`src/memory_segment_map_unit_defines.svh`:
```
// Assertion macros for the segment map RTL.
`ifndef MEMORY_SEGMENT_MAP_UNIT_DEFINES_SVH
`define MEMORY_SEGMENT_MAP_UNIT_DEFINES_SVH
`ifndef NO_ASSERTIONS
`define MSM_ASSERT(label, clk, rst_n, prop, msg) \
	label: assert property (@(posedge clk) disable iff (!rst_n) prop) else $error(msg);
`define MSM_ASSERT_NR(label, clk, prop, msg) \
	label: assert property (@(posedge clk) prop) else $error(msg);
`else
`define MSM_ASSERT(label, clk, rst_n, prop, msg)
`define MSM_ASSERT_NR(label, clk, prop, msg)
`endif
`endif

```
`src/msm_pkg.sv`:
```
// Package with types, codes and constants of the segment map.
package msm_pkg;
	localparam int unsigned MaxSegmentsDefault = 64;

	typedef enum logic [1:0] {
		KIND_CLEAR  = 2'd0,
		KIND_ADD    = 2'd1,
		KIND_REMOVE = 2'd2,
		KIND_FIND   = 2'd3
	} kind_t;

	typedef enum logic [1:0] {
		ST_DONE  = 2'd0,
		ST_NOFIT = 2'd1,
		ST_FULL  = 2'd2,
		ST_EMPTY = 2'd3
	} status_t;

	typedef struct packed {
		logic [1:0]  kind;
		logic [63:0] start_addr;
		logic [63:0] end_addr;
		logic [7:0]  seg_type;
		logic [63:0] align;
		logic [63:0] need_bytes;
	} in_item_t;

	typedef struct packed {
		logic [63:0] found_addr;
		logic [1:0]  status;
		logic [6:0]  segment_count;
	} out_item_t;

	// Request to and reply from the remainder unit.
	typedef struct packed {
		logic        start;
		logic [63:0] dividend;
		logic [63:0] divisor;
	} rem_req_t;

	typedef struct packed {
		logic        done;
		logic [63:0] remainder;
	} rem_rsp_t;
endpackage

```
`src/msm_rem_unit.sv`:
```
// Bit-serial restoring remainder unit, one quotient bit per cycle.
module msm_rem_unit
	import msm_pkg::*;
(
	input  logic     clk,
	input  logic     arst_n,
	input  rem_req_t req,
	output rem_rsp_t rsp
);
	logic [63:0] rem_q;
	logic [63:0] quo_q;
	logic [63:0] div_q;
	logic [6:0]  cnt_q;
	logic        busy_q;
	logic        done_q;
	logic [64:0] trial;
	logic [64:0] shifted;

	assign shifted = {rem_q, quo_q[63]};
	assign trial   = shifted - {1'b0, div_q};

	always_ff @(posedge clk or negedge arst_n) begin
		if (!arst_n) begin
			busy_q <= 1'b0;
			done_q <= 1'b0;
			cnt_q  <= '0;
		end else begin
			done_q <= 1'b0;
			if (req.start) begin
				busy_q <= 1'b1;
				cnt_q  <= 7'd64;
			end else if (busy_q) begin
				cnt_q <= cnt_q - 7'd1;
				if (cnt_q == 7'd1) begin
					busy_q <= 1'b0;
					done_q <= 1'b1;
				end
			end
		end
	end

	always_ff @(posedge clk) begin
		if (req.start) begin
			rem_q <= '0;
			quo_q <= req.dividend;
			div_q <= req.divisor;
		end else if (busy_q) begin
			quo_q <= {quo_q[62:0], 1'b0};
			if (!trial[64]) begin
				rem_q <= trial[63:0];
			end else begin
				rem_q <= shifted[63:0];
			end
		end
	end

	assign rsp.done      = done_q;
	assign rsp.remainder = rem_q;
endmodule

```
`config.mk`:
```
export PLATFORM = sky130hd
export DESIGN_NAME = msm_rem_unit
export DESIGN_NICKNAME = d
export VERILOG_FILES = /design/src/memory_segment_map_unit_defines.svh /design/src/msm_pkg.sv /design/src/msm_rem_unit.sv
export SDC_FILE = /design/constraint.sdc
export NUM_CORES = 1
export LEC_CHECK = 0
export BUFFER_PORTS_ARGS = -buffer_cell sky130_fd_sc_hd__clkbuf_2
export CAP_MARGIN = 20
export CORE_MARGIN = 1
export CORE_UTILIZATION = 55
export DETAILED_ROUTE_END_ITERATION = 10
export MAX_ROUTING_LAYER = met4
export PLACE_DENSITY = 0.78
export SYNTH_ARGS = -nofsm -noshare
export SYNTH_HDL_FRONTEND = slang
export SYNTH_SLANG_ARGS = --single-unit
export TNS_END_PERCENT = 30
```
`constraint.sdc`:
```
create_clock -name clk -period 5.5 [get_ports clk]
set_input_delay 0.55 -clock clk [delete_from_list [all_inputs] [get_ports clk]]
set_output_delay 0.55 -clock clk [all_outputs]
set_load 0.05 [all_outputs]
```
==> qor.csv, run 1 <==
stage,metric,value,unit
route,Vias per Instance,5.777,
sta,maximum clock rate,230.2,MHz
clock_tree,post-CTS setup buffer count,0,
sta,Setup Viol. Count Final,0,
power_and_ir_drop,Worst VDD drop,0.2408,mV
final_layout,Nets,1580,
worst_setup_path,Worst EP required,5.97,ns
sta,fin. max-slew vios,0,
clock_tree,CTS root buf,clkbuf_16,
sta,min cycle time layout,4.345,ns
route,via count,9671,
final_layout,layout cells sized above 1,0.2316,
worst_setup_path,Worst Setup End Kind,flip-flop,
route,DRC errors left,0,
power_and_ir_drop,total power,4.176,mW
clock_tree,Max clock buf depth,3,
grt,GRT overflow,0,
placed_design,IO Port Bufs,195,
floorplanning,Placeable Area,0.02109,mm²
floorplanning,die area,0.02214,mm²
clock_tree,"Reg clk slew, reported paths",0.06,ns
outcome,status,"complete, no violations",
route,met3 routed WL,2.318,mm
worst_setup_path,CP Class,flip-flop to flip-flop,
route,DRT iter0 DRCs,714,
final_layout,# diodes,0,
synth,ys flop type,edfxtp_1,
synth,number of flops mapped to enable cells by yosys,128,
floorplanning,Die Height,148.8,µm
synth,Synth Register Bits,201,
placed_design,DP HPWL,21.00,mm
clock_tree,CTS tree,yes,
clock_tree,Worst-Skew Late Latency,0.53,ns
worst_setup_path,cell depth of the worst flop-to-flop path,13,
hold_path,Worst Hold Path Cells,1,
hold_path,HP Class,input port to flip-flop,
sta,Setup Total Neg Slack,0,ns
synth,ys async rst share,0.04478,
sta,worst-margin pin slew,0.9174,ns
route,post-route ant nets,0,
synth,top cell type by total area after synthesis,edfxtp_1,
grt,GRT Util Overall,0.2684,
sta,Hold WS,0.1959,ns
floorplanning,I/O pin cnt,196,
grt,number of global-route vias before repair,9305,
synth,Syn Inst Count,1222,
synth,YS warnings,0,
synth,Cell variety after synth,70,
worst_setup_path,Crit. Startpoint,quo_q[63],
route,metal1 wirelength,12.90,mm
power_and_ir_drop,power per cell area,304.1,mW/mm²
hold_path,Worst Hold Path EP,div_q[46],
floorplanning,Die X-Extent,148.8,µm
synth,main area contributors after synthesis,"edfxtp_1, dfxtp_1, ha_1",
worst_setup_path,flop2flop setup slack,1.16,ns
route,met2 WL,12.99,mm
floorplanning,starting density of the core,0.5621,
clock_tree,post-cts gate resize count,0,
sta,post-route clock period utilization,0.7900,
worst_setup_path,RR Endpoint,rem_q[60],
route,Routed WL,28.93,mm
final_layout,final cell count without fillers,1674,
worst_setup_path,Reg2Reg Launch Point,quo_q[63],
grt,largest net degree at the start of global routing,78,
sta,Final Skew,0.02392,ns
placed_design,gpl congestion,0.9815,
clock_tree,TritonCTS Buffers,23,
grt,first-pass GRT wire length,46.13,mm
clock_tree,Max H-tree Level,1,
floorplanning,Site Rows,53,
synth,synthesized net count,1420,
synth,synthesized area,0.01185,mm²
power_and_ir_drop,Pleak,5.961,nW
synth,sequential area share after synthesis,0.4513,
job,Max Cap Violations,0,
hold_path,hold wc startpoint,req[46],
grt,initial antenna violation count,0,
worst_setup_path,worst-path fanout max,17,
placed_design,Cells after DPL,1630,
route,uppermost layer routed,met4,
route,WL/cell,17.28,µm
sta,Hold Fails Final Rpt,0,
sta,RSZ-0062 raised after global routing,no,
clock_tree,clk sink count,201,
synth,syn avg cell area,9.700,µm²
worst_setup_path,Worst EP arrival,4.81,ns
route,DR pass1 iterations,5,
synth,share of the synthesized area in the top cell type,0.3243,
final_layout,area delta synth->final,15.82,%
worst_setup_path,CP Launch Type,flip-flop,
sta,max_slew headroom,0.3872,
-- synth_stat cells (all sizes together), types with 6 or more instances --
library cell,n
nand2,138
edfxtp,128
nor2,101
a21oi,99
inv,87
ha,66
mux2,65
dfxtp,64
o21ai,60
clkbuf,57
xnor2,33
a311oi,30
a21o,28
xor2,28
nand4,23
o21bai,18
a31oi,15
nor3,15
buf,14
nand3,12
nand2b,11
a211oi,10
a22oi,9
dfrtp,9
and3,7
nor2b,7
o211ai,6
o21a,6
-- worst max path at each step --
stage	to	slack, ns	cells past startpoint
after global routing	rem_q[60]	0.93	13
after global placement	rem_q[60]	1.27	13
after floorplan	rem_q[29]	1.56	13
after detailed placement	rem_q[60]	1.18	13
after CTS	rem_q[60]	1.17	13
final	rem_q[60]	1.16	13
-- worst max-delay path: stages (launching register included) --
cell and delay [ns]:
edfxtp_1 0.34, inv_1 0.05, ha_1 0.21, fa_1 0.37, and2b_1 0.25, o2111ai_1 0.21, a311o_1 0.48, a311oi_1 0.25
nor2_1 0.16, o31ai_4 0.51, xor2_4 0.51, nand2_2 0.39, or3_1 0.47, nand3_1 0.08
-- report_power, final --
group | leakage, nW | internal [mW] | switching [mW]
clock network | 0.357 | 0.876 | 0.608
logic | 3.67 | 0.324 | 0.507
registers | 1.93 | 1.77 | 0.0858
total | 5.96 | 2.98 | 1.20
-- kinds of logic after synthesis --
kind of cell,share of synthesized area
fa+ha+maj,0.07135
mux,0.06428
simple gates,0.1265
buf+inv,0.05214
flops,0.4513
xor+xnor,0.04665
compound gates,0.1878
-- layout make-up --
type                       instances  area (µm²)
tap                              275       344.1
sequential                       201        5351
clock buffer                      34       658.1
fill                            1713        7358
inverter                          87       326.6
clock inverter                     8       70.07
timing repair buffer             206        1084
multi-input combinational        863        5896
-- through the flow --
stage / utilization / area (µm²) / worst slack [ns]
after floorplan: - / 11850 / 1.560
after global placement: 0.6155 / 12980 / 1.270
after detailed placement: 0.6155 / 12980 / 1.181
after CTS: 0.6505 / 13720 / 1.170
after global routing: 0.6511 / 13730 / 0.9337
final: 0.6511 / 13730 / 1.155
-- layer usage --
layer,GRT usage,vias up
met1,0.3578,4541
li1,-,4762
met4,0.07704,0
met2,0.4145,315
met3,0.05443,53
met5,-,-
-- flip-flops by register name, summed over array words and instances (netlist names) --
name and count:
quo_q 64, cnt_q 7, rem_q 64, done_q 1
div_q 64, busy_q 1
-- layout by cell type (no fill, tap or decap), types with 8 or more instances in the layout --
cell / n
clkbuf_2: 194
nand2_1: 137
edfxtp_1: 128
nor2_1: 100
a21oi_1: 99
inv_1: 86
ha_1: 66
mux2_2: 65
dfxtp_1: 64
o21ai_0: 50
xnor2_1: 32
a21o_1: 28
xor2_1: 27
clkbuf_16: 24
nand4_1: 23
a311oi_1: 23
o21bai_1: 18
nor3_1: 15
a31oi_1: 15
nand3_1: 12
nand2b_1: 11
a211oi_1: 10
o21ai_1: 10
a22oi_1: 9
clkbuf_1: 8
dfrtp_1: 8
buf_4: 8
-- repair_timing --
item / CTS / global route
hold endpoints to repair: 9 / 0
hold buffers: 1 / 0
setup endpoints to repair: 0 / 0
(Power assumes the default switching activity.)
==> run 2, diff against run 1 <==
CORE_UTILIZATION = 52   (was 55)
PLACE_DENSITY = 0.77   (was 0.78)
clock period = 3.66 ns   (was 5.5 ns; I/O delays follow)
==> run 2 against run 1 <==
  * Critical path depth up 2
  * Final cell count up 3.7%
  * Worst hold slack worse by 0.18 ns
  * Critical path type unchanged
  * Largest power group unchanged
  * Highest routed layer unchanged
==> qor.csv, run 2 (synthesis gave the netlist of run 1 again) <==
stage,metric,value,unit,change
outcome,status,"complete, no violations",,
final_layout,layout cells sized above 1,0.2514,,+0.01978
hold_path,HP Class,input port to flip-flop,,
clock_tree,Max H-tree Level,1,,unchanged
route,WL/cell,18.18,µm,+5.2%
sta,min cycle time layout,3.452,ns,-0.8929 ns
clock_tree,clk sink count,201,,unchanged
route,DRC errors left,0,,unchanged
route,Routed WL,31.56,mm,+9.1%
final_layout,area delta synth->final,21.83,%,
job,Max Cap Violations,0,,unchanged
clock_tree,CTS root buf,clkbuf_16,,
floorplanning,die area,0.02340,mm²,+5.7%
sta,post-route clock period utilization,0.9432,,+0.1532
clock_tree,TritonCTS Buffers,23,,unchanged
final_layout,most frequent cells in the layout,"clkbuf_2, nand2_1, edfxtp_1",,
floorplanning,Site Rows,54,,+1.9%
placed_design,Cells after DPL,1658,,+1.7%
floorplanning,Die X-Extent,153.0,µm,+2.8%
clock_tree,"Reg clk slew, reported paths",0.06,ns,about the same
grt,initial antenna violation count,0,,unchanged
sta,RSZ-0062 raised after global routing,no,,
final_layout,# diodes,0,,unchanged
grt,first-pass GRT wire length,49.02,mm,+6.3%
power_and_ir_drop,total power,6.503,mW,+56%
grt,number of global-route vias before repair,9683,,+4.1%
final_layout,final cell count without fillers,1736,,+3.7%
route,uppermost layer routed,met4,,
floorplanning,Placeable Area,0.02209,mm²,+4.8%
final_layout,Top Registers,"div_q: 64 flops, quo_q: 64 flops, rem_q: 64 flops",,
route,Vias per Instance,5.741,,-0.63%
floorplanning,starting density of the core,0.5365,,-0.02559
route,via count,9966,,+3.1%
placed_design,gpl congestion,0.9512,,-3.1%
route,met3 routed WL,2.381,mm,+2.7%
route,post-route ant nets,0,,unchanged
power_and_ir_drop,Pleak,6.302,nW,+5.7%
floorplanning,Die Height,153.0,µm,+2.8%
worst_setup_path,CP Launch Type,flip-flop,,
sta,worst-margin pin slew,0.8442,ns,-0.07318 ns
sta,fin. max-slew vios,0,,unchanged
sta,max_slew headroom,0.4372,,+0.05005
route,DRT iter0 DRCs,745,,+4.3%
worst_setup_path,worst-path fanout max,15,,-2
worst_setup_path,Worst Setup End Kind,flip-flop,,
placed_design,IO Port Bufs,195,,unchanged
route,metal1 wirelength,14.04,mm,+8.9%
clock_tree,CTS tree,yes,,
sta,Setup Viol. Count Final,0,,unchanged
route,DR pass1 iterations,5,,unchanged
sta,Final Skew,0.008059,ns,-0.01586 ns
final_layout,Nets,1637,,+3.6%
clock_tree,Worst-Skew Late Latency,0.53,ns,about the same
grt,largest net degree at the start of global routing,93,,+19%
worst_setup_path,Worst EP arrival,3.82,ns,-0.99 ns
worst_setup_path,Worst EP required,4.03,ns,-1.94 ns
final_layout,"commonest non-fill, non-tap cell in the layout",clkbuf_2,,
power_and_ir_drop,Worst VDD drop,0.4167,mV,+73%
placed_design,DP HPWL,22.14,mm,+5.4%
grt,GRT overflow,0,,unchanged
worst_setup_path,CP Class,flip-flop to flip-flop,,
sta,Hold Fails Final Rpt,0,,unchanged
floorplanning,I/O pin cnt,196,,unchanged
sta,maximum clock rate,289.7,MHz,+26%
sta,Hold WS,0.01243,ns,-0.1835 ns
clock_tree,Max clock buf depth,3,,unchanged
grt,GRT Util Overall,0.2682,,about the same
route,met2 WL,14.35,mm,+10%
power_and_ir_drop,power per cell area,450.3,mW/mm²,+48%
[run 2: cell count changes in the layout (fill, tap and decap cells not counted), moves of 3 or more]
cell,change
clkbuf_8,+3
buf_4,+20
buf_12,+5
clkbuf_1,-3
dlygate4sd3_1,+25
buf_6,+5
[run 2: timing repair]
action | in CTS | in global routing
hold endpoints to repair | 33 | 1
gates resized for setup | 2 | 11
pin swaps | 1 | 2
hold buffers | 25 | 1
endpoints found under the setup margin | 46 | 47
buffers inserted | 1 | 4
cloned | 0 | 5
[run 2: worst max-delay path, cell delays in order (launching register included)]
cell and delay [ns]:
edfxtp_1 0.34, inv_1 0.04, ha_1 0.21, fa_1 0.38, and2b_1 0.22, o2111ai_1 0.13, a311o_1 0.42, a311oi_2 0.25
nor2_2 0.11, o31ai_4 0.22, buf_12 0.16, xor2_4 0.24, buf_6 0.21, nand3_1 0.09, mux2i_1 0.18, a2111oi_1 0.06
[run 2: cell type report]
type                            instances  area (µm²)
Multi-Input combinational cell        863        5926
Inverter                               87       326.6
Clock inverter                          8       107.6
Tap cell                              280       350.3
Clock buffer                           34       688.2
Timing Repair Buffer                  263        1690
Sequential cell                       201        5353
Fill cell                            1751        7652
[run 2: worst paths after layout]
check                           from        end  slack [ns]  cells after the start
setup / recovery           quo_q[63]  rem_q[54]        0.21                     15
hold / removal               req[19]  div_q[19]        0.01                      1
setup reg to reg           quo_q[63]  rem_q[54]        0.21                     15
hold reg to reg            rem_q[22]  rem_q[23]        0.51                      2
max in group asynchronous     arst_n     busy_q        3.21                      2
min in group asynchronous     arst_n   cnt_q[5]        0.24                      2
[run 2: power by group]
group	internal, mW	switching (mW)
logic	0.528	0.792
registers	2.67	0.131
clock network	1.45	0.934
[run 2: stage by stage]
| stage | setup TNS, ns | worst slack (ns) | area, µm² | util |
|---|---|---|---|---|
| finish | 0 | 0.2080 | 14440 | 0.6536 |
| detailed placement | -1.552 | -0.09988 | 13190 | 0.5968 |
| CTS | 0 | 0.04165 | 14260 | 0.6457 |
| floorplan | 0 | 0.005501 | 11860 | - |
| global placement | 0 | 0.05372 | 13190 | 0.5968 |
| global route | 0 | 0.01582 | 14440 | 0.6536 |
[run 2: routing by layer]
| layer | global-route usage | vias to the layer above |
|---|---|---|
| li1 | - | 4882 |
| met1 | 0.3533 | 4676 |
| met2 | 0.4260 | 350 |
| met3 | 0.04905 | 58 |
| met4 | 0.07023 | 0 |
| met5 | - | - |
